<file path="src/sv/assert_macros.svh">
// Assertion macros shared by the gain and output stages of the view angle block.
// Each macro expects clk_i and rst_ni in the scope where it is used.
`ifndef ASSERT_MACROS_SVH
`define ASSERT_MACROS_SVH

// The consequent must hold in the same cycle as the antecedent.
`define DAC_ASSERT_IMPLIES(lbl, ante, cons) \
  lbl: assert property (@(posedge clk_i) disable iff (!rst_ni) (ante) |-> (cons)) \
    else $error("assertion failed");

// The consequent must hold in the cycle after the antecedent.
`define DAC_ASSERT_NEXT(lbl, ante, cons) \
  lbl: assert property (@(posedge clk_i) disable iff (!rst_ni) (ante) |=> (cons)) \
    else $error("assertion failed");

`endif

</file>
<file path="src/sv/dac_pkg.sv">
// Package of the view angle block: datapath types, sideband structs,
// angle constants and the CORDIC arctangent steps. No dependencies.
`default_nettype none

package dac_pkg;

  localparam int XW = 41;
  localparam int ZW = 27;
  localparam int TAB_FRAC = 16;
  localparam int ANGLE_W = 18;
  localparam int OUT_DATA_W = 40;
  localparam int KINV_W = 22;
  localparam int KINV_SHIFT = 22;
  localparam logic [KINV_W-1:0] KINV_Q22 = 22'd2547003;
  localparam int PROD_SPLIT = 20;

  localparam int DEG_90 = 90;
  localparam int DEG_180 = 180;
  localparam int DEG_270 = 270;
  localparam int DEG_PITCH_MIN = -100;

  typedef logic signed [XW-1:0] cval_t;
  typedef logic signed [ZW-1:0] ang_t;

  typedef struct packed {
    cval_t x;
    cval_t y;
    ang_t  z;
  } vec_t;

  typedef struct packed {
    logic  planar_zero;
    logic  axis;
    logic  dz_pos;
    logic  dz_zero;
    ang_t  yz_ovr;
    cval_t len_ovr;
    cval_t dz_s;
  } yaw_side_t;

  typedef struct packed {
    logic planar_zero;
    logic dz_pos;
    logic dz_zero;
    ang_t yaw_fold;
  } pitch_side_t;

  function automatic ang_t deg(input int d, input int unsigned frac);
    return ang_t'(longint'(d) <<< frac);
  endfunction

  function automatic ang_t round_angle(input ang_t z, input int unsigned afb);
    int unsigned s = TAB_FRAC - afb;
    return (z + (ang_t'(1) <<< (s - 1))) >>> s;
  endfunction

  function automatic ang_t atan_step(input int unsigned idx);
    ang_t r;
    case (idx)
      0: r = 27'sd2949120;
      1: r = 27'sd1740967;
      2: r = 27'sd919879;
      3: r = 27'sd466945;
      4: r = 27'sd234379;
      5: r = 27'sd117304;
      6: r = 27'sd58666;
      7: r = 27'sd29335;
      8: r = 27'sd14668;
      9: r = 27'sd7334;
      10: r = 27'sd3667;
      11: r = 27'sd1833;
      12: r = 27'sd917;
      13: r = 27'sd458;
      14: r = 27'sd229;
      15: r = 27'sd115;
      16: r = 27'sd57;
      17: r = 27'sd29;
      18: r = 27'sd14;
      19: r = 27'sd7;
      20: r = 27'sd4;
      21: r = 27'sd2;
      22: r = 27'sd1;
      default: r = '0;
    endcase
    return r;
  endfunction

endpackage

`default_nettype wire

</file>
<file path="src/sv/dac_cordic_cell.sv">
// One CORDIC vectoring cell with a registered output and a pass-through
// sideband. Depends on dac_pkg.
`default_nettype none

module dac_cordic_cell #(
  parameter int unsigned STAGE  = 0,
  parameter int unsigned SIDE_W = 1
) (
  input  logic              clk_i,
  input  logic              rst_ni,
  input  logic              valid_i,
  output logic              ready_o,
  input  dac_pkg::vec_t     vec_i,
  input  logic [SIDE_W-1:0] side_i,
  output logic              valid_o,
  input  logic              ready_i,
  output dac_pkg::vec_t     vec_o,
  output logic [SIDE_W-1:0] side_o
);
  import dac_pkg::*;

  logic              valid_q;
  vec_t              vec_d, vec_q;
  logic [SIDE_W-1:0] side_q;
  cval_t             xs, ys;

  always_comb begin
    xs = vec_i.x >>> STAGE;
    ys = vec_i.y >>> STAGE;
    vec_d = vec_i;
    if (!vec_i.y[XW-1]) begin
      vec_d.x = vec_i.x + ys;
      vec_d.y = vec_i.y - xs;
      vec_d.z = vec_i.z + atan_step(STAGE);
    end else begin
      vec_d.x = vec_i.x - ys;
      vec_d.y = vec_i.y + xs;
      vec_d.z = vec_i.z - atan_step(STAGE);
    end
  end

  assign ready_o = !valid_q || ready_i;

  always_ff @(posedge clk_i or negedge rst_ni) begin
    if (!rst_ni) begin
      valid_q <= 1'b0;
    end else if (ready_o) begin
      valid_q <= valid_i;
    end
  end

  always_ff @(posedge clk_i) begin
    if (valid_i && ready_o) begin
      vec_q  <= vec_d;
      side_q <= side_i;
    end
  end

  assign valid_o = valid_q;
  assign vec_o   = vec_q;
  assign side_o  = side_q;

endmodule

`default_nettype wire

</file>
<file path="config.mk">
export PLATFORM = sky130hd
export DESIGN_NAME = dac_cordic_cell
export DESIGN_NICKNAME = d
export VERILOG_FILES = /design/src/sv/assert_macros.svh /design/src/sv/dac_pkg.sv /design/src/sv/dac_cordic_cell.sv
export SDC_FILE = /design/constraint.sdc
export NUM_CORES = 1
export LEC_CHECK = 0
export BUFFER_PORTS_ARGS = -buffer_cell sky130_fd_sc_hd__buf_2
export CAP_MARGIN = 5
export CORE_ASPECT_RATIO = 1.4
export CORE_UTILIZATION = 45
export CTS_CLUSTER_SIZE = 8
export DETAILED_ROUTE_END_ITERATION = 8
export PLACE_DENSITY = 0.7
export SLEW_MARGIN = 20
export SYNTH_ARGS = -nofsm -noshare
export SYNTH_HDL_FRONTEND = slang
export SYNTH_SLANG_ARGS = --single-unit
</file>
<file path="constraint.sdc">
create_clock -name clk_i -period 4.75 [get_ports clk_i]
set_input_delay 0.475 -clock clk_i [delete_from_list [all_inputs] [get_ports clk_i]]
set_output_delay 0.475 -clock clk_i [all_outputs]
set_load 0.02 [all_outputs]
</file>
After elaboration in Yosys (flattened, before gate mapping)

Index checks and enable logic that the tools add are counted.

Output and inout bits: 112
Logic and storage cells: 14
Input bits: 114
Bits in registers: 111

Muxes and demuxes: 1
Reductions and logical operators: 3
Add/sub/neg operators: 5

Operator list:

| operator                                                               | number |
|---|---|
| 109-bit two-way mux                                                    | 1 |
| 41-bit subtractor                                                      | 2 |
| 41-bit adder                                                           | 1 |
| 27-bit by 23-bit adder with 27-bit output (second input constant)      | 1 |
| 27-bit by 23-bit subtractor with 27-bit output (second input constant) | 1 |
| 1-bit logical AND                                                      | 1 |
| 1-bit zero test                                                        | 1 |
| 1-bit logical OR                                                       | 1 |

Logic depth before layout (Yosys ltp)

Depth in word-level cells: 3
Gate-level depth with buffers: 14
Depth with buffers taken out: 12

Worst setup path before layout

Ideal clock, no wire load.

Kind: input to register
From: input ready_i
To: register side_q (netlist: side_o), enable pin
Path slack: 0.978 ns
Library setup time: 0.480 ns
Buffers on the path: 0
Data required time: 4.270 ns
Stages on the path: 2
Data arrival time: 3.292 ns
Path through: nand2b_1 > and2_1

Word-level cells in the longest chain between the ends: 2

Ends and longest elaborated chain:

| item                 | line                  | source |
|---|---|---|
| start, declared      | dac_cordic_cell.sv:16 | `input logic ready_i,` |
| 1-bit logical OR     | dac_cordic_cell.sv:42 | `assign ready_o = !valid_q \|\| ready_i;` |
| 1-bit logical AND    | dac_cordic_cell.sv:53 | `if (valid_i && ready_o) begin` |
| end signal, assigned | dac_cordic_cell.sv:55 | `side_q <= side_i;` |
| end, declared        | dac_cordic_cell.sv:24 | `logic [SIDE_W-1:0] side_q;` |

Every way passes these cells.
A chain may end at the register's enable or synchronous reset.

==> impl_metrics.py <==
metrics = {
    "layout": {
        "n_fill_cell": 2432,
        "layout.cell_area.non_filler_um2": 13000,
        "drive_above_1_share": 0.179,
        "mostFrequentLayoutCells": "buf_2 (225), a21oi_1 (157), ha_1 (145)",
        "mostFrequentLayoutCell": "buf_2",
        "finish.cell_count_without_fillers": 1849,
        "multiInputGateArea_um2": 7270,
        "finalNetCount": 1791,
        "area_delta_synth_final_pct": 15.0,
        "register_area_um2": 3300,
    },
    "routing": {
        "detailroute.via_count": 10948,
        "initialDrtViolationCount": 1052,
        "total_drc_errors_in_the_routed_layout": 0,
        "ant_nets": 0,
        "drt_pre_antenna_iters": 5,
        "routed_via_density": 5.92,
        "post_drt_wl_per_cell_um": 20.8,
        "wl_final_um": 38500,
    },
    "timing": {
        "worst_clk_skew_ns": 0.0118,
        "fin_crit_ns": 3.80,
        "tns_ns": 0,
        "worst-slew-pin-transition_ns": 1.12,
        "timing.final.hold_violations": 0,
        "final.setup.worst_slack_ns": 0.954,
        "rsz0062_at_grt": "false",
        "setup-violations-final": 0,
        "final_min_period_over_clock_period": 0.799,
        "hold-worst-slack_ns": 0.270,
        "achievable-frequency_mhz": 263,
        "slew_headroom": 0.252,
        "max_slew_violations": 0,
    },
    "cts": {
        "clock_sink_count": 110,
        "postCtsResizedCells": 0,
        "ctsRootBufferMaster": "clkbuf_16",
        "insertion_delay_ns": 0.38,
        "cts_made_buffers": 9,
        "cts-root-to-sink-buffers": 2,
        "clkSlewWorstSetupHoldPaths_ns": 0.10,
        "cts_htree_levels": 3,
        "cts_tree": "built",
    },
    "logic_synthesis": {
        "synth-seq-area-share": 0.292,
        "synth_area_um2": 11300,
        "yosys_register_bits": 110,
        "ys_async_sr_fraction": 0.00909,
        "postSynthNetCount": 1601,
        "number_of_synthesized_flops_with_an_enable_pin": 109,
        "ys.warnings.count": 0,
        "synth.top_cell.area_share": 0.290,
        "postSynthAreaPerCell_um2": 8.45,
        "ys_types": 73,
        "post_synth_main_area_contributors": "edfxtp_1 (29%), ha_1 (16%), a21oi_1 (7.0%), xnor2_1 (5.7%), inv_1 (4.2%)",
        "synth_top_cell_by_area": "edfxtp_1",
        "syn_inst": 1338,
        "ys.flop_type": "edfxtp_1",
    },
    "worst_setup_path": {
        "timing.critical_path.required_ns": 4.88,
        "worst_path_largest_cell_delay_ns": 0.70,
        "critical_path.max_fanout": 20,
        "worst-endpoint-arrival_ns": 3.92,
        "worst_path_max_delay_cell": "ha_1",
        "startpoint_type": "primary input",
        "critPathKind": "primary input to flop",
        "crit_path_cell_trace": "buf_2 -> inv_1 -> ha_1 -> nand4_1 -> or2_2 -> a311oi_1 -> o31ai_1 -> o211a_1 -> o21a_1 -> o21ai_0 -> mux2i_1 -> xnor2_1",
        "crit_path_end_kind": "flop",
        "r2r.worst_path.cells": 3,
    },
    "die": {
        "floorplan.die.width_um": 136,
        "dieHeight_um": 190,
        "initial_core_util": 0.458,
        "rows": 68,
        "boundaryPins": 226,
        "design.core.area_um2": 24700,
        "die-area_um2": 25800,
    },
    "placement": {
        "dp_cells": 1830,
        "dp_hpwl_um": 30700,
        "placedInstanceArea_um2": 12700,
        "pre_cts_worst_setup_slack_ns": 0.717,
        "port-buffer-count": 225,
        "replace_congestion": 0.973,
    },
    "global_routing": {
        "gr-usage-met3": 0.0278,
        "grt-ovfl-total": 0,
        "grt_pass1_wl_um": 57600,
        "globalRouteMet2Util": 0.541,
        "antenna_found_initial": 1,
        "grt_max_degree": 98,
        "vias_in_the_first_global_route": 10675,
        "globalRouteTotalUtil": 0.294,
        "grtUsageMet1": 0.312,
        "grt-busiest-layer": "met2",
    },
    "run": {
        "maxCapViolations": 0,
    },
    "power": {
        "power-per-cell-area_nw_per_um2": 273,
        "cellLeakagePower_nw": 5.77,
        "worst_ir_drop_vdd_mv": 0.210,
    },
    "hold_path": {
        "holdPathStages": 1,
        "min-delay-path-class": "primary input to flop",
    },
    "run_status": {
        "outcome": "finished, final reports clean",
    },
}
[timing repair]
item	CTS	global route
hold buffers	1	0
buffers inserted	0	0
hold endpoints to repair	1	0
[state kept, by name (all words and copies together), names as in the netlist]
register	cells
side_o	1
valid_o	1
vec_o	108
[cells in the mapped netlist, drive strengths merged, types with 14 or more instances]
master / n
nand2: 79
nand4: 20
o21ai: 90
a21o: 26
nor2b: 19
a21oi: 157
a211oi: 14
clkbuf: 28
edfxtp: 109
nand3: 23
xnor2: 74
o31ai: 19
buf: 30
nor2: 115
nor3: 29
ha: 145
mux2i: 17
o21bai: 19
a31oi: 15
o21a: 16
inv: 126
[metal layers]
metal,vias up,part of all wire
li1,5165,-
met1,5158,0.36
met2,484,0.52
met3,141,0.050
met4,0,0.070
met5,-,0
[where the power goes]
group,switching (mW),total (mW),leakage (nW),internal [mW]
registers,0.0322,1.26,1.05,1.23
logic,0.958,1.47,4.57,0.507
clock network,0.445,0.832,0.154,0.386
[area by class of cell]
type	count	area share
Timing Repair Buffer	237	0.0953
Clock inverter	7	0.00664
Clock buffer	9	0.0173
Multi-Input combinational cell	1039	0.559
Inverter	131	0.0378
Tap cell	315	0.0303
Antenna cell	1	0.000192
Sequential cell	110	0.254
[worst paths after layout]
check	from	end	slack [ns]
setup / recovery	vec_i[39]	vec_o[100]	0.95
hold / removal	vec_i[3]	vec_o[3]	0.27
setup reg to reg	valid_o	vec_o[52]	3.08
hold reg to reg	valid_o	valid_o	0.53
max in group asynchronous	rst_ni	valid_o	4.27
min in group asynchronous	rst_ni	valid_o	0.40
[stage by stage]
stage,utilization,power (mW)
3_5_place_dp,0.513,2.72
6_report,0.527,3.55
2_1_floorplan,-,2.25
5_1_grt,0.527,3.71
3_3_place_gp,0.513,2.71
4_1_cts,0.526,3.55
[worst max-delay path, delay by kind of cell]
kind / cells / cell delay (ns)
AO/OA/AOI/OAI: 5 / 1.52
AND/OR/NAND/NOR: 2 / 0.78
XOR/XNOR: 1 / 0.17
adder cells (fa/ha/maj): 1 / 0.70
buffers and inverters: 2 / 0.16
multiplexers: 1 / 0.11
[cells by family after synthesis]
family                   share of synthesized area
AND/OR/NAND/NOR                              0.150
XOR/XNOR                                    0.0666
AO/OA/AOI/OAI                                0.243
buffers and inverters                       0.0655
adder cells (fa/ha/maj)                      0.168
multiplexers                                0.0151
flip-flops                                   0.292
Power figures use the tool's default switching activity.
