**src/sv/assert_macros.svh**
```systemverilog
// Assertion macros shared by the gain and output stages of the view angle block.
// Each macro expects clk_i and rst_ni in the scope where it is used.
`ifndef ASSERT_MACROS_SVH
`define ASSERT_MACROS_SVH

// The consequent must hold in the same cycle as the antecedent.
`define DAC_ASSERT_IMPLIES(lbl, ante, cons) \
  lbl: assert property (@(posedge clk_i) disable iff (!rst_ni) (ante) |-> (cons)) \
    else $error("assertion failed");

// The consequent must hold in the cycle after the antecedent.
`define DAC_ASSERT_NEXT(lbl, ante, cons) \
  lbl: assert property (@(posedge clk_i) disable iff (!rst_ni) (ante) |=> (cons)) \
    else $error("assertion failed");

`endif

```
**src/sv/dac_pkg.sv**
```systemverilog
// Package of the view angle block: datapath types, sideband structs,
// angle constants and the CORDIC arctangent steps. No dependencies.
`default_nettype none

package dac_pkg;

  localparam int XW = 41;
  localparam int ZW = 27;
  localparam int TAB_FRAC = 16;
  localparam int ANGLE_W = 18;
  localparam int OUT_DATA_W = 40;
  localparam int KINV_W = 22;
  localparam int KINV_SHIFT = 22;
  localparam logic [KINV_W-1:0] KINV_Q22 = 22'd2547003;
  localparam int PROD_SPLIT = 20;

  localparam int DEG_90 = 90;
  localparam int DEG_180 = 180;
  localparam int DEG_270 = 270;
  localparam int DEG_PITCH_MIN = -100;

  typedef logic signed [XW-1:0] cval_t;
  typedef logic signed [ZW-1:0] ang_t;

  typedef struct packed {
    cval_t x;
    cval_t y;
    ang_t  z;
  } vec_t;

  typedef struct packed {
    logic  planar_zero;
    logic  axis;
    logic  dz_pos;
    logic  dz_zero;
    ang_t  yz_ovr;
    cval_t len_ovr;
    cval_t dz_s;
  } yaw_side_t;

  typedef struct packed {
    logic planar_zero;
    logic dz_pos;
    logic dz_zero;
    ang_t yaw_fold;
  } pitch_side_t;

  function automatic ang_t deg(input int d, input int unsigned frac);
    return ang_t'(longint'(d) <<< frac);
  endfunction

  function automatic ang_t round_angle(input ang_t z, input int unsigned afb);
    int unsigned s = TAB_FRAC - afb;
    return (z + (ang_t'(1) <<< (s - 1))) >>> s;
  endfunction

  function automatic ang_t atan_step(input int unsigned idx);
    ang_t r;
    case (idx)
      0: r = 27'sd2949120;
      1: r = 27'sd1740967;
      2: r = 27'sd919879;
      3: r = 27'sd466945;
      4: r = 27'sd234379;
      5: r = 27'sd117304;
      6: r = 27'sd58666;
      7: r = 27'sd29335;
      8: r = 27'sd14668;
      9: r = 27'sd7334;
      10: r = 27'sd3667;
      11: r = 27'sd1833;
      12: r = 27'sd917;
      13: r = 27'sd458;
      14: r = 27'sd229;
      15: r = 27'sd115;
      16: r = 27'sd57;
      17: r = 27'sd29;
      18: r = 27'sd14;
      19: r = 27'sd7;
      20: r = 27'sd4;
      21: r = 27'sd2;
      22: r = 27'sd1;
      default: r = '0;
    endcase
    return r;
  endfunction

endpackage

`default_nettype wire

```
**src/sv/dac_gain.sv**
```systemverilog
// Between the two CORDIC rows: yaw rounding and folding, and the planar
// length as a two-stage gain multiply. Depends on dac_pkg, assert_macros.svh.
`default_nettype none
`include "assert_macros.svh"

module dac_gain #(
  parameter int unsigned AFB = 8
) (
  input  logic                 clk_i,
  input  logic                 rst_ni,
  input  logic                 valid_i,
  output logic                 ready_o,
  input  dac_pkg::vec_t        vec_i,
  input  dac_pkg::yaw_side_t   side_i,
  output logic                 valid_o,
  input  logic                 ready_i,
  output dac_pkg::vec_t        vec_o,
  output dac_pkg::pitch_side_t side_o
);
  import dac_pkg::*;

  localparam int PROD_W = PROD_SPLIT + KINV_W;
  localparam int SUM_W = 2 * PROD_SPLIT + KINV_W;
  localparam logic [SUM_W-1:0] ROUND_HALF = SUM_W'(1) << (KINV_SHIFT - 1);

  logic              v1_q, v2_q, r1, r2;
  logic [PROD_W-1:0] plo_d, phi_d, plo_q, phi_q;
  yaw_side_t         side1_q;
  ang_t              yaw_sel, yaw_rnd, fold_d, fold1_q;
  logic [SUM_W-1:0]  sum;
  cval_t             len_raw, len_d;
  vec_t              vec2_d, vec2_q;
  pitch_side_t       side2_d, side2_q;

  always_comb begin
    plo_d = PROD_W'(vec_i.x[PROD_SPLIT-1:0]) * PROD_W'(KINV_Q22);
    phi_d = PROD_W'(vec_i.x[2*PROD_SPLIT-1:PROD_SPLIT]) * PROD_W'(KINV_Q22);
    yaw_sel = side_i.axis ? side_i.yz_ovr : vec_i.z;
    yaw_rnd = round_angle(yaw_sel, AFB);
    if (yaw_rnd > deg(DEG_90, AFB)) begin
      fold_d = yaw_rnd - deg(DEG_180, AFB);
    end else if (yaw_rnd < deg(DEG_90, AFB)) begin
      fold_d = yaw_rnd + deg(DEG_180, AFB);
    end else begin
      fold_d = '0;
    end
  end

  always_comb begin
    sum = {phi_q, PROD_SPLIT'(0)} + SUM_W'(plo_q) + ROUND_HALF;
    len_raw = cval_t'(sum[SUM_W-1:KINV_SHIFT]);
    if (side1_q.axis) begin
      len_d = side1_q.len_ovr;
    end else if (len_raw == '0) begin
      len_d = cval_t'(1);
    end else begin
      len_d = len_raw;
    end
    vec2_d.x = len_d;
    vec2_d.y = side1_q.dz_s;
    vec2_d.z = '0;
    side2_d.planar_zero = side1_q.planar_zero;
    side2_d.dz_pos = side1_q.dz_pos;
    side2_d.dz_zero = side1_q.dz_zero;
    side2_d.yaw_fold = fold1_q;
  end

  assign r2 = !v2_q || ready_i;
  assign r1 = !v1_q || r2;
  assign ready_o = r1;

  always_ff @(posedge clk_i or negedge rst_ni) begin
    if (!rst_ni) begin
      v1_q <= 1'b0;
      v2_q <= 1'b0;
    end else begin
      if (r1) begin
        v1_q <= valid_i;
      end
      if (r2) begin
        v2_q <= v1_q;
      end
    end
  end

  always_ff @(posedge clk_i) begin
    if (valid_i && r1) begin
      plo_q   <= plo_d;
      phi_q   <= phi_d;
      side1_q <= side_i;
      fold1_q <= fold_d;
    end
    if (v1_q && r2) begin
      vec2_q  <= vec2_d;
      side2_q <= side2_d;
    end
  end

  assign valid_o = v2_q;
  assign vec_o   = vec2_q;
  assign side_o  = side2_q;

  `DAC_ASSERT_IMPLIES(a_len_positive, v2_q && !side2_q.planar_zero, vec2_q.x > cval_t'(0))
  `DAC_ASSERT_IMPLIES(a_fold_range, v1_q, (fold1_q >= -deg(DEG_90, AFB)) && (fold1_q <= deg(DEG_270, AFB)))

endmodule

`default_nettype wire

```
**config.mk**
```make
export PLATFORM = sky130hd
export DESIGN_NAME = dac_gain
export DESIGN_NICKNAME = d
export VERILOG_FILES = /design/src/sv/dac_pkg.sv /design/src/sv/dac_gain.sv
export VERILOG_INCLUDE_DIRS = /design/src /design/src/sv
export SDC_FILE = /design/constraint.sdc
export NUM_CORES = 1
export LEC_CHECK = 0
export ABC_AREA = 1
export BUFFER_PORTS_ARGS = -buffer_cell sky130_fd_sc_hd__buf_2
export CORE_MARGIN = 2
export CORE_UTILIZATION = 54
export DETAILED_ROUTE_END_ITERATION = 12
export PLACE_DENSITY = 0.78
export REMOVE_ABC_BUFFERS = 1
export SYNTH_ARGS = -nofsm -noshare
export SYNTH_HDL_FRONTEND = slang
export SYNTH_SLANG_ARGS = --single-unit
```
**constraint.sdc**
```tcl
create_clock -name clk_i -period 5.99 [get_ports clk_i]
set_input_delay 0.2995 -clock clk_i [delete_from_list [all_inputs] [get_ports clk_i]]
set_output_delay 0.2995 -clock clk_i [all_outputs]
set_load 0.1 [all_outputs]
```
Yosys cells after proc, flatten, opt, wreduce, memory -nomap -nowiden
Cells that the tools add are included.
Widths: inputs -> output; s select.

cells by class
  add/sub/neg operators = 5
  multiply operators = 2
  div/mod/pow operators = 0
  magnitude comparators = 2
  equality and inequality tests = 0
  shift-type cells = 0
  multiplexer cells = 5
  bitwise operators = 0
  reduce and logical (&&, ||, !) cells = 7

operators with widths
  cell                    count
  $mul 20x23->42 const B  2
  $mux 27                 3
  $add 62x22->62 const B  1
  $add 62x42->62          1
  $mux 41                 1
  $logic_not 40->1        1
  $mux 40                 1
  $add 27x9->27 const B   1
  $add 19x17->20 const B  1
  $sub 19x17->20 const B  1
  $gt 19x16->1 const B    1
  $lt 19x16->1 const B    1
  $logic_and 1x1->1       2
  $logic_not 1->1         2
  $logic_or 1x1->1        2

storage, ports and cells
  register bits = 311
  bits in latches = 0
  memory bits (writable) = 0
  ROM bits = 0
  input bits = 226
  output and inout bits = 141
  logic and storage cells = 38
  memories = 0

Logic depth before layout (Yosys ltp)
Gate-level depths: netlist of run 1.

  depth after elaboration = 5
  depth in mapped cells = 25
  gate-level depth less buffers = 25

Least setup slack after synthesis of run 1
Ideal clock, no wire load.

  path kind = flip-flop to flip-flop
  from = register v2_q (netlist: valid_o)
  to = register side2_q, in the netlist side_o[0] (enable)
  setup time = 603 ps
  data arrival time = 6009 ps
  data required time = 5387 ps
  slack = -622 ps
  stages on the path, launching flop included = 2
  path buffers = 0
  period minus slack after synthesis = 6612 ps
  path through = dfrtp_1 a21oi_1

on the way
  cells in the longest elaborated chain, start to end = 3

RTL lines
  element                 line            text
  start, declared         dac_gain.sv:26  logic v1_q, v2_q, r1, r2;
  start signal, assigned  dac_gain.sv:81  v2_q <= v1_q;
  $logic_not 1->1         dac_gain.sv:68  assign r2 = !v2_q || ready_i;
  $logic_or 1x1->1        dac_gain.sv:68
  $logic_and 1x1->1       dac_gain.sv:93  if (v1_q && r2) begin
  end signal, assigned    dac_gain.sv:95  side2_q <= side2_d;
  end, declared           dac_gain.sv:33  pitch_side_t side2_d, side2_q;

Every way passes these cells.
A chain may end at the register's enable or synchronous reset.

Worst setup path after layout of run 1
  from = input vec_i[96] in the netlist's numbering
  to = register phi_q[37], data pin

on the way
  cells in the longest elaborated chain, start to end = 1

RTL lines
  element               line            text
  start, declared       dac_gain.sv:13  input dac_pkg::vec_t vec_i,
  $mul 20x23->42        dac_gain.sv:37  phi_d = PROD_W'(vec_i.x[2*PROD_SPLIT-1:PROD_SPLIT]) * PROD_W'(KINV_Q22);
  via phi_d[37]         dac_gain.sv:27  logic [PROD_W-1:0] plo_d, phi_d, plo_q, phi_q;
  end signal, assigned  dac_gain.sv:89  phi_q <= phi_d;
  end, declared         dac_gain.sv:27

The timed path passes the listed nets, and every way through them passes these cells.

==> metrics.cfg, run 1 <==
[run_status]
status=finished, final reports clean

[critical_path]
required_ps=6290
path_delay_family=adder cells
cp.buffers_inverters=5
crit_chain=buf_2 > fa_1 > fa_1 > fa_1 > fa_1 > fa_1 > fa_1 > inv_1 > fa_1 > inv_1 > ha_1 > nand2_1 > nor2_1 > inv_1 > nor2_1 > nor4b_1 > buf_4 > a21oi_1 > o21ai_0 > a21oi_1 > xnor2_1
crit_arrival_ps=6010
worstSetupEndpointType=register
cp_slowest_cell=fa_1
worstSetupPathType=in -> reg
crit_top_cell=fa_1
cp-start-kind=primary input
path_max_fanout=2
cpPeakStageDelay_ps=600

[clock_network]
clk_pin_slew_ps=60
numCtsBuffers=29
cts_tree=yes
cts_sinks=277
clock_latency_ps=560
ctsResizeCount=0
cts_setup_buffers=0
cts-root-buf=clkbuf_16
htreeDepth=1
cts_buffer_depth=3

[routing]
vias=22600
avgRoutedWirePerCell_um=16.7
drc=0
routed_wl_mm=75.1
ant_nets=0
drtIter0Drc=1219
avgViaCountPerCell=5.01
dr.pass1.iters=5

[final_layout]
final_common_cell=inv_1
syn2layout_area_growth_pct=15.8
fin_area_um2=35800
fin_nets=4770
final_cell_mix=inv_1, nand2_1, ha_1, fa_1, buf_2
n_antenna_cell=0
drive_gt1_share_pct=14.1

[synthesis]
synth.avg_cell_area_um2=9.56
synth_top_flop_cell=edfxtp_1
synth_area_um2=30900
ys_warn_count=0
synth_edf_count=275
synth-seq-cells=277
synth_cell_type_count=55
synthArstFlopShare_pct=0.722
ys_seq_area_share_pct=26.9
syn_inst=3232

[grt]
grt_pass1_wl_mm=122
overflow=0
antenna_found_initial=0
grt_pass1_vias=23800
grt_usage_pct=26.2
grt_start_max_net_pins=83

[die]
fp.dieArea_um2=59200
start_util_pct=54.7
fp-row-count=87
io_pins=367
die_w_um=243
core_area_um2=56500
die_h_um=243

[place]
portBuffers=283
dpl.hpwl_mm=63.4
dpl-instance-area_um2=34000
gp_congestion=0.969

[sta]
tightestPinTransition_ps=1120
min_period_over_period_pct=95.4
rsz0062_at_grt=no
hold_viol_final=0
hold_ws_ps=36.7
fmax_ghz=0.175
drv_slew=0
slew_headroom_pct=25.5
min_period_ps=5710
setup-violations-final=0
finClkSkew_ps=17.1

[flow_run]
cap_violations=0

[hold_path]
hold_path.class=in -> reg

-- cell families after synthesis --
kind of cell               share of synthesized area, %
adders and majority gates                          41.8
buffers and inverters                              10.8
DFF                                                26.9
and+or+nand+nor                                    12.8
other                                            0.0121
xor gates and xnor gates                           2.58
AOI/OAI and AO/OA                                  5.11
-- state kept, by name, summed over array words and instances, names as in the netlist --
name / flops
side_o: 23
phi_q: 42
valid_o: 1
plo_q: 22
fold1_q: 20
side1_q: 86
vec_o: 82
v1_q: 1
-- tightest hold or removal path: stages --
cell and delay (ps):
buf_2 70, inv_1 70, nand2_1 60, nand2_1 40
-- final timing paths --
check | cells after the start | slack [ps] | start | end
max | 21 | 280 | vec_i[96] | phi_q[37]
min | 4 | 40 | ready_i | valid_o
max reg2reg | 18 | 2720 | phi_q[1] | vec_o[68]
min reg2reg | 0 | 420 | fold1_q[7] | side_o[7]
max in group asynchronous | 2 | 5840 | rst_ni | valid_o
min in group asynchronous | 2 | 60 | rst_ni | v1_q
-- cells in the mapped netlist, drive strengths merged (4+ instances only) --
cell type / instances / area [um^2]
nand2: 579 / 2230
xnor2: 30 / 263
buf: 39 / 304
a21boi: 4 / 30.0
fa: 368 / 7370
a21o: 9 / 67.6
a21oi: 109 / 549
nand3: 81 / 425
a31oi: 13 / 81.3
o2111ai: 4 / 35.0
nor3: 21 / 105
edfxtp: 275 / 8260
o21ai: 98 / 551
o211ai: 5 / 37.5
nand4: 17 / 106
o21bai: 7 / 52.6
nor2: 204 / 868
nand3b: 10 / 75.1
xor2: 59 / 536
clkbuf: 8 / 30.0
inv: 799 / 3000
ha: 443 / 5540
o21a: 9 / 67.6
or2: 11 / 71.3
nor4: 6 / 37.5
-- area by class of cell --
| cell class | instances | area [um^2] |
|---|---|---|
| Timing Repair Buffer | 491 | 3220 |
| Fill cell | 4529 | 20700 |
| Tap cell | 756 | 946 |
| Multi-Input combinational cell | 2133 | 19400 |
| Sequential cell | 277 | 8310 |
| Inverter | 801 | 3010 |
| Clock buffer | 34 | 744 |
| Clock inverter | 19 | 180 |
-- metrics by stage --
| stage | worst slack [ps] | utilization (%) | setup TNS [ps] | instances |
|---|---|---|---|---|
| floorplan | -622 | - | -65290 | 3211 |
| global placement | -192 | 60.2 | -462 | 4372 |
| detailed placement | -279 | 60.2 | -1600 | 4372 |
| CTS | 309 | 63.3 | 0 | 4511 |
| global route | 2.30 | 63.3 | 0 | 4511 |
| finish | 277 | 63.3 | 0 | 4511 |
-- repair_timing --
item | 4_1_cts | 5_1_grt
setup endpoints to repair | 0 | 0
hold buffers | 86 | 0
hold endpoints to repair | 87 | 0
-- routing by layer --
| layer | part of all wire (%) | vias to the layer above | wire length [um] | track usage, % |
|---|---|---|---|---|
| met5 | 0 | - | 0 | 0 |
| met4 | 2.4 | 0 | 1800 | 6.10 |
| met3 | 6.9 | 106 | 5170 | 4.48 |
| met2 | 47 | 722 | 35500 | 44.5 |
| met1 | 43 | 10700 | 32700 | 35.1 |
| li1 | - | 11100 | - | - |
Power of run 1 is not shown: default switching activity piles up to over one toggle a cycle in this logic, so the estimate is an artifact.
==> run 2, diff against run 1 <==
==> constraint.sdc (replaced) <==
create_clock -name clk_i -period 5.99 [get_ports clk_i]
set_input_delay 1.198 -clock clk_i [delete_from_list [all_inputs] [get_ports clk_i]]
set_output_delay 1.198 -clock clk_i [all_outputs]
set_load 0.1 [all_outputs]
==> metrics.cfg, run 2 (synthesis gave the netlist of run 1 again) <==
[die]
fp.dieArea_um2=59200  ; unchanged
core_area_um2=56500  ; unchanged
io_pins=367  ; unchanged
die_h_um=243  ; unchanged
fp-row-count=87  ; unchanged
die_w_um=243  ; unchanged
start_util_pct=54.7  ; unchanged

[clock_network]
cts_tree=yes  ; unchanged
htreeDepth=1  ; unchanged
numCtsBuffers=31  ; was 29
ctsHoldBuffers=0  ; was 86
clock_latency_ps=580  ; was 560 ps
clk_pin_slew_ps=60  ; about the same
cts_buffer_depth=3  ; unchanged
cts_sinks=277  ; unchanged
cts-root-buf=clkbuf_16  ; unchanged

[critical_path]
rrSetupSlack_ps=2520  ; was 2720 ps
reg2reg_depth=18  ; unchanged
path_max_fanout=3  ; was 2
crit_chain=buf_8 > fa_1 > inv_2 > fa_1 > inv_2 > fa_1 > fa_1 > fa_1 > fa_1 > inv_2 > fa_1 > inv_2 > ha_4 > nand2_4 > o21ai_1 > a21oi_1 > o211ai_1 > nand2_1 > o211ai_1 > nand2_1 > nand3_1 > nand2_1  ; was buf_2 > fa_1 > fa_1 > fa_1 > fa_1 > fa_1 > fa_1 > inv_1 > fa_1 > inv_1 > ha_1 > nand2_1 > nor2_1 > inv_1 > nor2_1 > nor4b_1 > buf_4 > a21oi_1 > o21ai_0 > a21oi_1 > xnor2_1
cpPeakStageDelay_ps=570  ; was 600 ps
required_ps=6320  ; was 6290 ps
worstSetupPathType=in -> reg  ; unchanged
crit_arrival_ps=6580  ; was 6010 ps
cp.buffers_inverters=5  ; unchanged
r2r_start=phi_q[1]  ; unchanged
path_delay_family=adder cells  ; unchanged
cp-start-kind=primary input  ; unchanged
r2r_end=vec_o[68]  ; unchanged
worstSetupStartpoint=vec_i[77]  ; was vec_i[96]
crit_top_cell=fa_1  ; unchanged
path_depth=22  ; was 21
cp_slowest_cell=fa_1  ; unchanged
crit_end=plo_q[37]  ; was phi_q[37]
worstSetupEndpointType=register  ; unchanged

[sta]
slew_headroom_pct=26.2  ; was 25.5%
setup_ws_ps=-255  ; was 277 ps
finClkSkew_ps=16.1  ; was 17.1 ps
hold_viol_final=0  ; unchanged
min_period_ps=6250  ; was 5710 ps
min_period_over_period_pct=104  ; was 95.4%
drv_slew=0  ; unchanged
setup-violations-final=25  ; was 0
fmax_ghz=0.160  ; was 0.175 GHz
hold_ws_ps=387  ; was 36.7 ps
tightestPinTransition_ps=1110  ; was 1120 ps
rsz0062_at_grt=yes  ; was no

[final_layout]
final_common_cell=inv_1  ; unchanged
syn2layout_area_growth_pct=27.9  ; was 15.8%
drive_gt1_share_pct=29.2  ; was 14.1%
fin_nets=5026  ; was 4770
n_antenna_cell=0  ; unchanged
regMostFlops=side1_q  ; unchanged
largest_reg_flops=86  ; unchanged
post-route-util_pct=70.0  ; was 63.3%
layout.cells.non_filler=4768  ; was 4511
final_cell_mix=inv_1, nand2_1, buf_4, ha_1, fa_1  ; was inv_1, nand2_1, ha_1, fa_1, buf_2

[routing]
ant_nets=0  ; unchanged
avgViaCountPerCell=5.08  ; was 5.01
avgRoutedWirePerCell_um=17.1  ; was 16.7 um
vias=24200  ; was 22600
dr.pass1.iters=6  ; was 5
drc=0  ; unchanged
routed_wl_mm=81.5  ; was 75.1 mm
drtIter0Drc=1402  ; was 1219

[run_status]
status=finished with violations  ; was finished, final reports clean
violations=negative setup slack

[grt]
grt_usage_pct=26.8  ; was 26.2%
grt_pass1_wl_mm=125  ; was 122 mm
grt_start_max_net_pins=88  ; was 83
antenna_found_initial=0  ; unchanged
grt_pass1_vias=24700  ; was 23800
overflow=0  ; unchanged

[place]
dpl.hpwl_mm=66.0  ; was 63.4 mm
place_inst=4682  ; was 4372
portBuffers=283  ; unchanged
gp_congestion=0.981  ; was 0.969

[hold_path]
hold_path.class=in -> async  ; was in -> reg

[flow_run]
cap_violations=0  ; unchanged

-- run 2: cell types whose count changed in the layout (fill, tap and decap cells not counted), moves of 24 or more --
cell,before,now
nor2_1,183,153
inv_2,7,58
buf_6,0,31
a21oi_2,1,29
o21ai_0,78,54
buf_4,120,439
fa_1,368,340
inv_1,790,739
a21oi_1,107,65
fa_2,0,28
ha_1,443,372
dlygate4sd3_1,86,0
ha_4,0,61
nand2_1,563,535
-- run 2: worst min-delay path by stage --
stage / start / endpoint / slack (ps) / cells past startpoint
floorplan: fold1_q[0] / side_o[0] / 400 / 0
global placement: side1_q[27] / vec_o[54] / 400 / 0
detailed placement: side1_q[27] / vec_o[54] / 400 / 0
CTS: rst_ni / valid_o / 350 / 1
global route: rst_ni / valid_o / 370 / 1
finish: rst_ni / valid_o / 390 / 1
-- run 2: area by class of cell --
| class | instances | area, um^2 |
|---|---|---|
| Clock inverter | 18 | 193 |
| Sequential cell | 277 | 8310 |
| Multi-Input combinational cell | 2133 | 21200 |
| Clock buffer | 38 | 802 |
| Inverter | 801 | 3010 |
| Tap cell | 756 | 946 |
| Timing Repair Buffer | 745 | 5100 |
| Fill cell | 4003 | 17000 |
-- run 2: metal layers --
layer  wire [um]  vias to the layer above  global-route usage [%]
met4        2400                        0                    6.24
met3        5910                      172                    4.36
met2       39500                      879                    45.9
li1            -                    11600                       -
met1       33700                    11600                    35.9
met5           0                        -                       0
-- run 2: stage by stage --
stage / setup slack (ps) / TNS, ps / area (um^2)
after floorplan: -915 / -108520 / 30700
after global placement: -971 / -35560 / 36300
after detailed placement: -1080 / -38600 / 36300
after CTS: -68.9 / -253 / 38100
after global routing: -481 / -7900 / 39500
final: -255 / -2360 / 39500
-- run 2: timing repair --
item	CTS	global route
resized for setup	147	304
pin swaps	96	181
setup buffers	16	21
endpoints found under the setup margin	44	49
Power of run 2 is left out for the same reason.
