<file path="config.mk">
export PLATFORM = sky130hd
export DESIGN_NAME = dac_finish
export DESIGN_NICKNAME = d
export VERILOG_FILES = /design/src/sv/dac_pkg.sv /design/src/sv/dac_finish.sv
export VERILOG_INCLUDE_DIRS = /design/src /design/src/sv
export SDC_FILE = /design/constraint.sdc
export NUM_CORES = 1
export LEC_CHECK = 0
export ABC_AREA = 1
export BUFFER_PORTS_ARGS = -buffer_cell sky130_fd_sc_hd__buf_2
export CAP_MARGIN = 30
export CORE_MARGIN = 2
export CORE_UTILIZATION = 36
export DETAILED_ROUTE_END_ITERATION = 16
export GPL_TIMING_DRIVEN = 0
export PLACE_DENSITY_LB_ADDON = 0.25
export SLEW_MARGIN = 0
export SYNTH_ARGS = -nofsm -noshare
export SYNTH_HDL_FRONTEND = slang
export SYNTH_SLANG_ARGS = --single-unit
</file>
<file path="constraint.sdc">
create_clock -name clk_i -period 3.7 [get_ports clk_i]
set_clock_uncertainty 0.2 [all_clocks]
set_input_delay 0.185 -clock clk_i [delete_from_list [all_inputs] [get_ports clk_i]]
set_output_delay 0.185 -clock clk_i [all_outputs]
set_load 0.03 [all_outputs]
</file>
<file path="src/sv/assert_macros.svh">
// Assertion macros shared by the gain and output stages of the view angle block.
// Each macro expects clk_i and rst_ni in the scope where it is used.
`ifndef ASSERT_MACROS_SVH
`define ASSERT_MACROS_SVH

// The consequent must hold in the same cycle as the antecedent.
`define DAC_ASSERT_IMPLIES(lbl, ante, cons) \
  lbl: assert property (@(posedge clk_i) disable iff (!rst_ni) (ante) |-> (cons)) \
    else $error("assertion failed");

// The consequent must hold in the cycle after the antecedent.
`define DAC_ASSERT_NEXT(lbl, ante, cons) \
  lbl: assert property (@(posedge clk_i) disable iff (!rst_ni) (ante) |=> (cons)) \
    else $error("assertion failed");

`endif

</file>
<file path="src/sv/dac_pkg.sv">
// Package of the view angle block: datapath types, sideband structs,
// angle constants and the CORDIC arctangent steps. No dependencies.
`default_nettype none

package dac_pkg;

  localparam int XW = 41;
  localparam int ZW = 27;
  localparam int TAB_FRAC = 16;
  localparam int ANGLE_W = 18;
  localparam int OUT_DATA_W = 40;
  localparam int KINV_W = 22;
  localparam int KINV_SHIFT = 22;
  localparam logic [KINV_W-1:0] KINV_Q22 = 22'd2547003;
  localparam int PROD_SPLIT = 20;

  localparam int DEG_90 = 90;
  localparam int DEG_180 = 180;
  localparam int DEG_270 = 270;
  localparam int DEG_PITCH_MIN = -100;

  typedef logic signed [XW-1:0] cval_t;
  typedef logic signed [ZW-1:0] ang_t;

  typedef struct packed {
    cval_t x;
    cval_t y;
    ang_t  z;
  } vec_t;

  typedef struct packed {
    logic  planar_zero;
    logic  axis;
    logic  dz_pos;
    logic  dz_zero;
    ang_t  yz_ovr;
    cval_t len_ovr;
    cval_t dz_s;
  } yaw_side_t;

  typedef struct packed {
    logic planar_zero;
    logic dz_pos;
    logic dz_zero;
    ang_t yaw_fold;
  } pitch_side_t;

  function automatic ang_t deg(input int d, input int unsigned frac);
    return ang_t'(longint'(d) <<< frac);
  endfunction

  function automatic ang_t round_angle(input ang_t z, input int unsigned afb);
    int unsigned s = TAB_FRAC - afb;
    return (z + (ang_t'(1) <<< (s - 1))) >>> s;
  endfunction

  function automatic ang_t atan_step(input int unsigned idx);
    ang_t r;
    case (idx)
      0: r = 27'sd2949120;
      1: r = 27'sd1740967;
      2: r = 27'sd919879;
      3: r = 27'sd466945;
      4: r = 27'sd234379;
      5: r = 27'sd117304;
      6: r = 27'sd58666;
      7: r = 27'sd29335;
      8: r = 27'sd14668;
      9: r = 27'sd7334;
      10: r = 27'sd3667;
      11: r = 27'sd1833;
      12: r = 27'sd917;
      13: r = 27'sd458;
      14: r = 27'sd229;
      15: r = 27'sd115;
      16: r = 27'sd57;
      17: r = 27'sd29;
      18: r = 27'sd14;
      19: r = 27'sd7;
      20: r = 27'sd4;
      21: r = 27'sd2;
      22: r = 27'sd1;
      default: r = '0;
    endcase
    return r;
  endfunction

endpackage

`default_nettype wire

</file>
<file path="src/sv/dac_finish.sv">
// Output stage: pitch rounding and special cases, result register.
// Depends on dac_pkg and assert_macros.svh.
`default_nettype none
`include "assert_macros.svh"

module dac_finish #(
  parameter int unsigned AFB = 8
) (
  input  logic                         clk_i,
  input  logic                         rst_ni,
  input  logic                         valid_i,
  output logic                         ready_o,
  input  dac_pkg::vec_t                vec_i,
  input  dac_pkg::pitch_side_t         side_i,
  output logic                         valid_o,
  input  logic                         ready_i,
  output logic [dac_pkg::ANGLE_W-1:0]  pitch_o,
  output logic [dac_pkg::ANGLE_W-1:0]  yaw_o
);
  import dac_pkg::*;

  logic               valid_q;
  ang_t               pitch_w, yaw_w;
  logic [ANGLE_W-1:0] pitch_q, yaw_q;

  always_comb begin
    if (side_i.planar_zero) begin
      pitch_w = side_i.dz_pos ? deg(DEG_270, AFB) : deg(DEG_90, AFB);
      yaw_w = '0;
    end else begin
      pitch_w = side_i.dz_zero ? '0 : round_angle(vec_i.z, AFB);
      yaw_w = side_i.yaw_fold;
    end
  end

  assign ready_o = !valid_q || ready_i;

  always_ff @(posedge clk_i or negedge rst_ni) begin
    if (!rst_ni) begin
      valid_q <= 1'b0;
    end else if (ready_o) begin
      valid_q <= valid_i;
    end
  end

  always_ff @(posedge clk_i) begin
    if (valid_i && ready_o) begin
      pitch_q <= pitch_w[ANGLE_W-1:0];
      yaw_q   <= yaw_w[ANGLE_W-1:0];
    end
  end

  assign valid_o = valid_q;
  assign pitch_o = pitch_q;
  assign yaw_o   = yaw_q;

  `DAC_ASSERT_IMPLIES(a_pitch_range, valid_i && ready_o, (pitch_w >= deg(DEG_PITCH_MIN, AFB)) && (pitch_w <= deg(DEG_270, AFB)))

endmodule

`default_nettype wire

</file>
## Word-level counts from Yosys, hierarchy flattened

Index checks and enable logic that the tools add are counted.

| word-level totals | value |
|---|---|
| output and inout port bits | 38 |
| logic and storage cells | 10 |
| input bits | 143 |
| flip-flop bits (word level) | 37 |

| operators by class | value |
|---|---|
| muxes and demuxes | 3 |
| reductions and logical operators | 3 |
| add/sub/neg operators | 1 |

Operator list:

| operator | count |
|---|---|
| 2-to-1 mux 18 bit | 2 |
| adder 26 x 9 -> 26 bit, second input constant | 1 |
| 2-to-1 mux 17 bit | 1 |
| logical AND 1 bit | 1 |
| zero test 1 bit | 1 |
| logical OR 1 bit | 1 |

## Logic depth before layout (Yosys ltp)

Gate-level depths: netlist of run 1.

| depth | value |
|---|---|
| depth in word-level cells | 3 |
| gate-level depth with buffers | 8 |
| mapped depth without buffers | 8 |

## Worst setup path after synthesis of run 1

Ideal clock, no wire load.

| timing path | value |
|---|---|
| path type | register to register |
| from | register valid_q, in the netlist valid_o |
| to | register pitch_q[0], in the netlist pitch_o[0], enable pin |
| buffers on the path | 0 |
| setup time | 0.441 ns |
| data required time | 3.059 ns |
| cell stages (with the launch flop) | 2 |
| setup slack | 0.720 ns |
| arrival | 2.338 ns |
| cell sequence | dfrtp_1 a21oi_1 |

| between the ends | value |
|---|---|
| cells in the longest elaborated chain, start to end | 3 |

RTL lines:

| item | line | source |
|---|---|---|
| start, declared | dac_finish.sv:22 | `logic valid_q;` |
| start signal, assigned | dac_finish.sv:42 | `valid_q <= valid_i;` |
| zero test 1 bit | dac_finish.sv:36 | `assign ready_o = !valid_q \|\| ready_i;` |
| logical OR 1 bit | dac_finish.sv:36 |  |
| logical AND 1 bit | dac_finish.sv:47 | `if (valid_i && ready_o) begin` |
| end signal, assigned | dac_finish.sv:48 | `pitch_q <= pitch_w[ANGLE_W-1:0];` |
| end, declared | dac_finish.sv:24 | `logic [ANGLE_W-1:0] pitch_q, yaw_q;` |

No other way between the ends.
A chain may end at the register's enable or synchronous reset.

## Final worst setup path of run 1

| timing path | value |
|---|---|
| from | input valid_i |
| to | register pitch_q[17], in the netlist pitch_o[17], enable pin |

| between the ends | value |
|---|---|
| cells in the longest elaborated chain, start to end | 1 |

RTL lines:

| item | line | source |
|---|---|---|
| start, declared | dac_finish.sv:11 | `input logic valid_i,` |
| logical AND 1 bit | dac_finish.sv:47 |  |

No other way between the ends.

==> key figures, run 1 <==
Timing
  – Final setup violation count: 0
  – Fin crit period: 1866 ps
  – Fin crit share: 50.44%
  – Slew Limit Headroom: 53.70%
  – RSZ-0062 raised after global routing: no
  – Final Hold Viols: 0
  – Least-Margin Pin Slew: approximately 700 ps
  – Slack of the critical path: 1834 ps
  – Fin Hold WS: 15.71 ps
  – Slew Viols, Final: 0
  – Fmax: approximately 540 MHz
  – Setup TNS Final: 0 ps

Worst setup path
  – Crit-path cells: dlygate4sd3_1 > buf_2 > inv_1 > a21oi_4 > buf_16
  – CP arrival: between 1500 and 2000 ps
  – Worst path top cell family by delay: buffers and inverters
  – CP Class: input pin to flip-flop
  – Critical-path maximum fanout: 19
  – Worst path buffer plus inverter count: 4
  – Slowest-stage cell, CP: a21oi_4
  – Crit path largest cell delay: 550 ps
  – Worst setup SP type: input pin
  – Crit path required time: 3500 ps
  – Crit. End Element: flip-flop

Clocking
  – Clock Latency Late Sink: between 200 and 300 ps
  – CTS tree: built
  – TritonCTS Buffers: 5
  – Clock root buffer master: clkbuf_8
  – Clock Sinks: 37
  – Clock slew at reported path FFs: about 80 ps
  – Resize count post-CTS: 0
  – H-tree levels: 2
  – Clock Path Buffers: 2

Pwr
  – Pwr per Cell Area: 406.0 nW/um^2
  – Max IR drop VDD: 202.3 uV
  – Leak: 1.301 nW

Placement
  – Area after DPL: 2377 sq um
  – Pre-CTS setup slack: 1927 ps
  – GPL Wtd Cong: about 0.93
  – Dpl hpwl: 3.362 mm
  – Buffers on Ports: 81

Cells and area
  – Most common cell after layout, fill and taps aside: buf_2
  – Share of layout cells above drive strength 1: 34.87%
  – # nets final: 447
  – Post-layout util: 53.85%
  – Antenna diodes: 0
  – Area grow syn2layout: 47.12%
  – Final instance area: 2715 sq um
  – Most frequent cells in the layout: buf_2, nor2_1, inv_1, edfxtp_1, nand2_1

Logic synthesis
  – Post-synthesis cell type count: 25
  – Number of synthesized register bits: 37
  – Avg Cell Area, Syn: 9.513 sq um
  – Ys Warns: 0
  – Sequential area share after synthesis: 59.93%
  – Cells after Synth: 194
  – Syn Nets: 338
  – Cell Area, Synth: 1846 sq um

Routing
  – Detailed-route DRC error count: 0
  – DR vias: 1617
  – DR vias/cell: 4.324
  – Total wire length: roughly 4.4 mm
  – Initial DRC count: 64
  – Drt pass-1 iters: 4
  – Detail Route Antenna Nets: 0
  – DR WL/cell: between 10 and 15 microns

Floorplanning
  – Die Width: 75.60 microns
  – Die area: 5715 sq um
  – Rows: 26
  – Core ar.: 5042 sq um
  – Die height: 75.60 microns
  – Ports: 181
  – Initial Utilization: a little over a third

Global route
  – Vias in the first global route: 1608
  – First-pass GRT wire length: 6.927 mm
  – Largest net degree at the start of global routing: 20
  – GRT overflow: 0
  – Initial antenna violation count: 0
  – GRT Total Usage: 16.52%

Min path
  – Worst hold path type: input pin to flip-flop

Run status
  – Status: finished, final reports clean

Run
  – Max-cap viol count: 0
==> through the flow <==
| stage | cells | power, mW |
|---|---|---|
| 3_3_place_gp | 345 | 0.6705 |
| 4_1_cts | 374 | 1.117 |
| 3_5_place_dp | 346 | 0.6765 |
| 2_1_floorplan | 194 | 0.6063 |
| 6_report | 374 | 1.102 |
| 5_1_grt | 374 | 1.154 |
==> registers in the layout, indices dropped and copies added, names as in the netlist <==
name,cells
pitch_o,18
valid_o,1
yaw_o,18
==> worst reg2reg max path, delay by kind of cell, from the launching register on <==
family	cells	cell delay, ps
buffers and inverters	1	240
AOI/OAI and AO/OA	1	590
DFF	1	430
==> report_power, final <==
part           internal [mW]  switching (mW)  leakage (nW)
Clock                  0.271           0.150        0.0687
Sequential             0.488         0.00547         0.364
Combinational         0.0682           0.119         0.868
Total                  0.828           0.275          1.30
==> repair_timing <==
| action | 4_1_cts | 5_1_grt |
|---|---|---|
| hold buffers | 20 | 0 |
| endpoints found under the setup margin | 0 | 0 |
| hold endpoints to repair | 19 | 0 |
| setup buffers | 0 | 0 |
==> routing by layer <==
metal	share of wire [%]	global-route usage (%)	vias up
li1	-	-	843
met1	40	18.58	716
met2	52	29.08	50
met3	5.0	4.497	8
met4	2.6	7.602	0
met5	0	0	-
==> cells in the mapped netlist <==
library cell   n  area (sq um)
inv_1         36         135.1
xor2_1         1         8.760
xnor2_1        1         8.760
nor2_1        37         138.9
nand4_1        1         6.260
a21oi_1        8         40.04
ha_1           1         12.51
a211oi_1       1         7.510
o21a_1         1         7.510
nor2_4         3         33.78
nor2_8         1         20.02
edfxtp_1      36          1081
nand3_1        9         45.04
buf_2          2         10.01
dfrtp_1        1         25.02
nand3_4        1         17.52
buf_1          1         3.750
or2_2          1         6.260
nand3_2        1         10.01
o21bai_1       3         22.52
nand2_1       34         127.6
nor3_1         3         15.01
o21ai_0        5         25.02
nor2_2         2         12.51
nand2_2        4         25.02
==> kinds of logic (layout without fill, tap and decap cells) <==
family / Yosys count / count (layout) / synth area share [%]
DFF: 37 / 37 / 59.93
adders and majority gates: 1 / 1 / 0.6779
xor gates and xnor gates: 2 / 2 / 0.9493
and+or+nand+nor: 97 / 97 / 24.81
AOI/OAI and AO/OA: 18 / 18 / 5.559
buffers and inverters: 39 / 149 / 8.068
==> layout make-up <==
type / count / area [sq um]
fillers: 503 / 2327
flip-flops and latches: 37 / 1106
repair buffers: 102 / 633.1
multi-input cells: 118 / 601.8
inverters: 36 / 135.1
well taps: 70 / 87.58
clock buffers: 5 / 68.82
clock inverters: 3 / 68.82
plain buffers: 3 / 13.76
==> path summary, 6_finish.rpt <==
path / startpoint / end / slack, ps / cells after the start
setup / recovery: valid_i / pitch_o[17] / 1830 / 5
hold / removal: ready_i / valid_o / 20 / 4
setup reg to reg: valid_o / pitch_o[17] / 1950 / 2
hold reg to reg: valid_o / valid_o / 420 / 2
max in group asynchronous: rst_ni / valid_o / 2670 / 3
min in group asynchronous: rst_ni / valid_o / 520 / 3
No activity file was read; power rests on OpenSTA's default activity.
==> run 2: changes to the inputs <==
ABC_AREA = 0   (was 1)
CORE_UTILIZATION = 32   (was 36)
clock period = 1.6 ns   (was 3.7 ns; I/O delays follow)
==> key figures, run 2 <==
Run status
  – Status: finished, final reports clean (unchanged)

Logic synthesis
  – Syn Nets: 281 (was 338)
  – Main combinational cell family by area after synthesis: simple AND/OR/NAND/NOR gates (unchanged)
  – Sequential area share after synthesis: 63.23% (was 59.93%)
  – Cell Area, Synth: 1749 sq um (was 1846 sq um)
  – Avg Cell Area, Syn: 12.77 sq um (was 9.513 sq um)
  – Yosys top cell area share: 61.80% (was 58.58%)
  – XOR/XNOR Fraction of Synth Area: 6.009% (was 0.9492%)
  – Simple-gate share of the synthesized area: 24.82% (was 24.81%)
  – Largest cells by area after synthesis: edfxtp_1, nor2b_1, xor2_1 (was edfxtp_1, nor2_1, inv_1)
  – Adder-Cell Fraction of Synth Area: 0.7153% (was 0.6780%)
  – Post-synth ARST share: 2.703% (unchanged)
  – Post-synth top area cell: edfxtp_1 (unchanged)
  – Ys Warns: 0 (unchanged)
  – Ys flop type: edfxtp_1 (unchanged)
  – Post-synth top cells: edfxtp_1, nor2b_1, nor2_1 (was nor2_1, edfxtp_1, inv_1)
  – Cells after Synth: 137 (was 194)
  – Compound-Gate Fraction of Synth Area: 4.006% (was 5.559%)
  – Post-synthesis cell type count: 32 (was 25)
  – Mux cell area share after synthesis: 0.5722% (was 0%)
  – Number of synthesized register bits: 37 (unchanged)
  – Most common cell in the synthesized netlist: edfxtp_1 (was nor2_1)
  – Number of flops mapped to enable cells by yosys: 36 (unchanged)

Floorplanning
  – Die height: 77.94 microns (was 75.60 microns)
  – Initial Utilization: 33.61% (was 36.60%)
  – Core ar.: 5205 sq um (was 5042 sq um)
  – Die area: 6074 sq um (was 5715 sq um)
  – Ports: 181 (unchanged)
  – Die Width: 77.94 microns (was 75.60 microns)
  – Rows: 26 (unchanged)

Worst setup path
  – CP arrival: 1380 ps (was 1670 ps)
  – Worst setup SP type: input pin (unchanged)
  – Crit path required time: 1420 ps (was 3500 ps)
  – Critical-path maximum fanout: 2 (was 19)
  – CP Class: input pin to flip-flop (unchanged)
  – Crit. End Element: flip-flop (unchanged)
  – R2R Setup Slk: 90 ps (was 1950 ps)

Routing
  – DR WL/cell: 13.48 microns (was 11.86 microns)
  – DR vias: 1489 (was 1617)
  – Detail Route Antenna Nets: 0 (unchanged)
  – Initial DRC count: 67 (was 64)
  – Total wire length: 4.423 mm (was 4.436 mm)
  – Drt pass-1 iters: 4 (unchanged)
  – DR vias/cell: 4.540 (was 4.324)
  – Detailed-route DRC error count: 0 (unchanged)

Timing
  – Least-Margin Pin Slew: 472.6 ps (was 692.9 ps)
  – Setup TNS Final: 0 ps (unchanged)
  – Slew Limit Headroom: 68.49% (was 53.70%)
  – RSZ-0062 raised after global routing: no (unchanged)
  – Slew Viols, Final: 0 (unchanged)
  – Fmax: 638.2 MHz
  – Slack of the critical path: 33.19 ps (was 1834 ps)
  – Final Hold Viols: 0 (unchanged)
  – Final setup violation count: 0 (unchanged)
  – Fin crit share: 97.93%
  – Fin crit period: 1567 ps

Clocking
  – CTS tree: built (unchanged)
  – Clock Sinks: 37 (unchanged)
  – Post-CTS Repair Setup Buffers: 0 (unchanged)
  – Clock Path Buffers: 2 (unchanged)
  – Clock Latency Late Sink: 280 ps (about the same)
  – H-tree levels: 2 (unchanged)
  – Resize count post-CTS: 0 (unchanged)
  – Post-CTS Hold Buffers: 32 (was 20)
  – TritonCTS Buffers: 5 (unchanged)
  – Clock root buffer master: clkbuf_8 (unchanged)
  – Clock slew at reported path FFs: 70 ps (was 80 ps)

Global route
  – Initial antenna violation count: 0 (unchanged)
  – Vias in the first global route: 1469 (was 1608)
  – First-pass GRT wire length: 7.162 mm (was 6.927 mm)
  – Largest net degree at the start of global routing: 37 (was 20)
  – GRT Total Usage: 15.47% (was 16.52%)
  – GRT overflow: 0 (unchanged)

Pwr
  – Internal: 1.607 mW (was 0.8278 mW)
  – Sequential power share: 52.4% (was 44.8%)
  – Psw: 0.5804 mW (was 0.2746 mW)
  – Clock share of power: 27.6% (was 38.2%)
  – Switching Share: 26.53% (was 24.91%)
  – Pwr per Cell Area: 823.4 nW/um^2 (was 406.0 nW/um^2)
  – Gate power share: 20.0% (was 17.0%)
  – Max IR drop VDD: 296.6 uV (was 202.3 uV)
  – Leak: 1.104 nW (was 1.301 nW)

Min path
  – Worst hold path type: input pin to flip-flop (unchanged)

Placement
  – Buffers on Ports: 81 (unchanged)
  – Dpl hpwl: 3.172 mm (was 3.362 mm)
  – Area after DPL: 2253 sq um (was 2377 sq um)
  – GPL Wtd Cong: 0.8316 (was 0.9294)
  – Pre-CTS setup slack: -191.4 ps (was 1927 ps)
  – Cells after DPL: 288 (was 346)

Cells and area
  – Most frequent cells in the layout: buf_2, edfxtp_1, dlygate4sd3_1 (was buf_2, nor2_1, inv_1, edfxtp_1, nand2_1)
  – Area grow syn2layout: 51.86% (was 47.12%)
  – Antenna diodes: 0 (unchanged)
  – Fillers: 495 (was 503)
  – Finished Layout Cells: 328 (was 374)
  – Share of layout cells above drive strength 1: 38.37% (was 34.87%)
  – Final instance area: 2656 sq um (was 2715 sq um)
  – # nets final: 401 (was 447)
  – Most common cell after layout, fill and taps aside: buf_2 (unchanged)

Run
  – Max-cap viol count: 0 (unchanged)
[run 2: cell count changes after synthesis, moves of 4 or more]
cell / before / now
nor2b_1: 0 / 18
nand2_1: 34 / 8
nand3_1: 9 / 4
nor2_1: 37 / 11
inv_1: 36 / 0
xor2_1: 1 / 8
a21oi_1: 8 / 4
[run 2: worst paths after layout]
| kind | start | endpoint | cells past startpoint |
|---|---|---|---|
| min | vec_i[14] | pitch_o[6] | 3 |
| min reg2reg | valid_o | pitch_o[1] | 2 |
| max reg2reg | valid_o | pitch_o[9] | 2 |
| max in group asynchronous | rst_ni | valid_o | 3 |
| max | side_i[28] | pitch_o[16] | 4 |
| min in group asynchronous | rst_ni | valid_o | 3 |
[run 2: worst max-delay path, cell delays in order]
cell and delay (ps):
dlygate4sd3_1 530, buf_2 130, and2_1 130, or4_1 510
[run 2: final cells by class]
cell class                      count  area, sq um  area share, %
Buffer                              3        11.26         0.4239
Sequential cell                    37         1107          41.69
Clock inverter                      2        10.01         0.3768
Tap cell                           70        87.58          3.297
Multi-Input combinational cell     97        641.9          24.16
Clock buffer                        6        72.57          2.732
Timing Repair Buffer              113        725.7          27.32
[run 2: kinds of logic (layout without fill, tap and decap cells)]
group                    Yosys count  count (layout)
flip-flops                        37              37
buffers and inverters              3             124
AO/OA/AOI/OAI                     12              12
adder cells (fa/ha/maj)            1               1
XOR/XNOR                          12              12
multiplexers                       1               1
AND/OR/NAND/NOR                   71              71
[run 2: per-stage QoR]
step / util, % / power, mW / hold slack [ps]
after floorplan: - / 1.385 / -415.6
after global placement: 43.29 / 1.542 / -344.8
after detailed placement: 43.29 / 1.543 / -344.9
after CTS: 51.03 / 2.222 / 0.9530
after global routing: 51.03 / 2.308 / 24.41
final: 51.03 / 2.187 / 10.47
[run 2: power groups by stage]
| stage | sequential [mW] | combinational [mW] | clock, mW |
|---|---|---|---|
| after floorplan | 1.28 | 0.105 | 0 |
| after detailed placement | 1.17 | 0.375 | 0 |
| after global placement | 1.17 | 0.376 | 0 |
| after CTS | 1.15 | 0.438 | 0.637 |
| after global routing | 1.15 | 0.472 | 0.684 |
| final | 1.15 | 0.437 | 0.603 |
[run 2: per-layer routing]
metal / GRT usage (%) / up-vias / wire, microns
met5: 0 / - / 0
li1: - / 743 / -
met2: 22.41 / 57 / 1860
met3: 8.605 / 6 / 512
met1: 19.67 / 683 / 1998
met4: 4.737 / 0 / 51
==> run 3: changes to the inputs <==
CTS_BUF_LIST = sky130_fd_sc_hd__clkbuf_16   (was default)
==> key figures, run 3 (synthesis results as in run 2) <==
Run status
  – Status: finished, final reports clean (unchanged)

Timing
  – Slew Viols, Final: 0 (unchanged)
  – Final setup violation count: 0 (unchanged)
  – Setup TNS Final: 0 ps (unchanged)
  – Slew Limit Headroom: 68.50% (was 68.49%)
  – Fin crit share: 94.27% (was 97.93%)
  – Final Hold Viols: 0 (unchanged)
  – RSZ-0062 raised after global routing: no (unchanged)
  – Fin crit period: 1508 ps (was 1567 ps)
  – Fmax: 663.0 MHz (was 638.2 MHz)
  – Least-Margin Pin Slew: 472.5 ps (was 472.6 ps)

Clocking
  – Clock Latency Late Sink: 270 ps (was 280 ps)
  – Clock Sinks: 37 (unchanged)
  – Clock slew at reported path FFs: 50 ps (was 70 ps)
  – TritonCTS Buffers: 5 (unchanged)
  – Clock Path Buffers: 2 (unchanged)
  – H-tree levels: 2 (unchanged)
  – Clock root buffer master: clkbuf_16 (was clkbuf_8)
  – CTS tree: built (unchanged)
  – Post-CTS Repair Setup Buffers: 0 (unchanged)

Global route
  – Initial antenna violation count: 0 (unchanged)
  – Vias in the first global route: 1476 (was 1469)
  – GRT overflow: 0 (unchanged)
  – GRT Total Usage: 15.62% (was 15.47%)
  – Largest net degree at the start of global routing: 37 (unchanged)
  – First-pass GRT wire length: 7.196 mm (was 7.162 mm)

Worst setup path
  – Worst path top cell family by delay: simple AND/OR/NAND/NOR gates (was buffers and inverters)
  – Slowest-stage cell, CP: and2_4 (was dlygate4sd3_1)
  – Critical-path maximum fanout: 36 (was 2)
  – Worst setup SP type: flip-flop (was input pin)
  – Crit path required time: 1310 ps (was 1420 ps)
  – Crit-path cells: nand2b_4 > and2_4 (was dlygate4sd3_1 > buf_2 > and2_1 > or4_1)
  – Crit path largest cell delay: 450 ps (was 530 ps)
  – CP arrival: 1220 ps (was 1380 ps)
  – Crit. End Element: flip-flop (unchanged)
  – R2R Setup Slk: 90 ps (about the same)
  – Worst path buffer plus inverter count: 0 (was 2)
  – CP Class: flip-flop to flip-flop (was input pin to flip-flop)

Cells and area
  – Share of layout cells above drive strength 1: 38.82% (was 38.37%)
  – Multi-input gate area: 643.1 sq um (was 641.9 sq um)
  – Antenna diodes: 0 (unchanged)
  – Most frequent cells in the layout: buf_2, edfxtp_1, dlygate4sd3_1 (unchanged)
  – Most common cell after layout, fill and taps aside: buf_2 (unchanged)
  – Area grow syn2layout: 53.43% (was 51.86%)
  – Reg area: 1107 sq um (unchanged)
  – # nets final: 398 (was 401)
  – Fillers: 494 (was 495)
  – Final instance area: 2684 sq um (was 2656 sq um)

Floorplanning
  – Rows: 26 (unchanged)
  – Initial Utilization: 33.61% (unchanged)
  – Die area: 6074 sq um (unchanged)
  – Ports: 181 (unchanged)
  – Core ar.: 5205 sq um (unchanged)
  – Die height: 77.94 microns (unchanged)
  – Die Width: 77.94 microns (unchanged)

Pwr
  – Leak: 1.122 nW (was 1.104 nW)
  – Pwr per Cell Area: 923.6 nW/um^2 (was 823.4 nW/um^2)
  – Max IR drop VDD: 398.1 uV (was 296.6 uV)

Routing
  – DR vias: 1500 (was 1489)
  – DR vias/cell: 4.615 (was 4.540)
  – Detail Route Antenna Nets: 0 (unchanged)
  – Total wire length: 4.394 mm (was 4.423 mm)
  – DR WL/cell: 13.52 microns (was 13.48 microns)
  – Drt pass-1 iters: 4 (unchanged)
  – Detailed-route DRC error count: 0 (unchanged)
  – Initial DRC count: 72 (was 67)

Min path
  – Worst hold path type: input pin to flip-flop (unchanged)

Placement
  – Area after DPL: 2253 sq um (unchanged)
  – Buffers on Ports: 81 (unchanged)
  – GPL Wtd Cong: 0.8316 (unchanged)
  – Dpl hpwl: 3.172 mm (unchanged)

Run
  – Max-cap viol count: 0 (unchanged)
==> run 3: tightest hold or removal path: cells and delay by family <==
| kind | cells | cell delay, ps |
|---|---|---|
| compound gates | 1 | 90 |
| buf+inv | 1 | 90 |
| simple gates | 1 | 120 |
==> run 3: power by group <==
group          internal, mW  switching [mW]  total [mW]  leakage [nW]
clock                 0.564           0.335       0.899        0.0748
sequential             1.13          0.0150        1.15         0.363
combinational         0.170           0.261       0.431         0.684
==> run 3: per-stage QoR <==
step / total power, mW / setup slack, ps / hold WS, ps / utilization [%] / cells
6_report: 2.479 / 91.61 / 10.66 / 51.56 / 325
3_3_place_gp: 1.542 / -161.4 / -344.8 / 43.29 / 288
5_1_grt: 2.607 / 33.16 / 6.953 / 51.56 / 325
4_1_cts: 2.512 / 74.44 / 3.101 / 51.54 / 325
3_5_place_dp: 1.543 / -191.4 / -344.9 / 43.29 / 288
2_1_floorplan: 1.385 / 43.25 / -415.6 / - / 137
==> run 3: per-layer routing <==
metal	up-vias	global-route usage, %	part of all wire [%]
li1	738	-	-
met1	697	19.75	45
met2	63	22.41	43
met3	2	9.186	12
met4	0	4.737	0.39
met5	-	0	0
==> run 3: area by class of cell <==
| cell class | count | share of cell area [%] |
|---|---|---|
| repair buffers | 110 | 25.92 |
| clock inverters | 3 | 0.5128 |
| flip-flops and latches | 37 | 41.26 |
| clock buffers | 5 | 4.662 |
| multi-input cells | 97 | 23.96 |
| well taps | 70 | 3.263 |
| plain buffers | 3 | 0.4196 |
==> run 3: timing repair <==
action                                  4_1_cts  5_1_grt
endpoints found under the setup margin        0        1
hold buffers                                 29        0
gates resized for setup                       0        1
hold endpoints to repair                     27        0
==> run 3: final timing paths <==
check | startpoint | endpoint | cells past startpoint
max reg2reg | valid_o | yaw_o[15] | 2
min reg2reg | valid_o | pitch_o[1] | 2
min in group asynchronous | rst_ni | valid_o | 3
max in group asynchronous | rst_ni | valid_o | 3
max | valid_o | yaw_o[15] | 2
min | side_i[28] | pitch_o[10] | 3
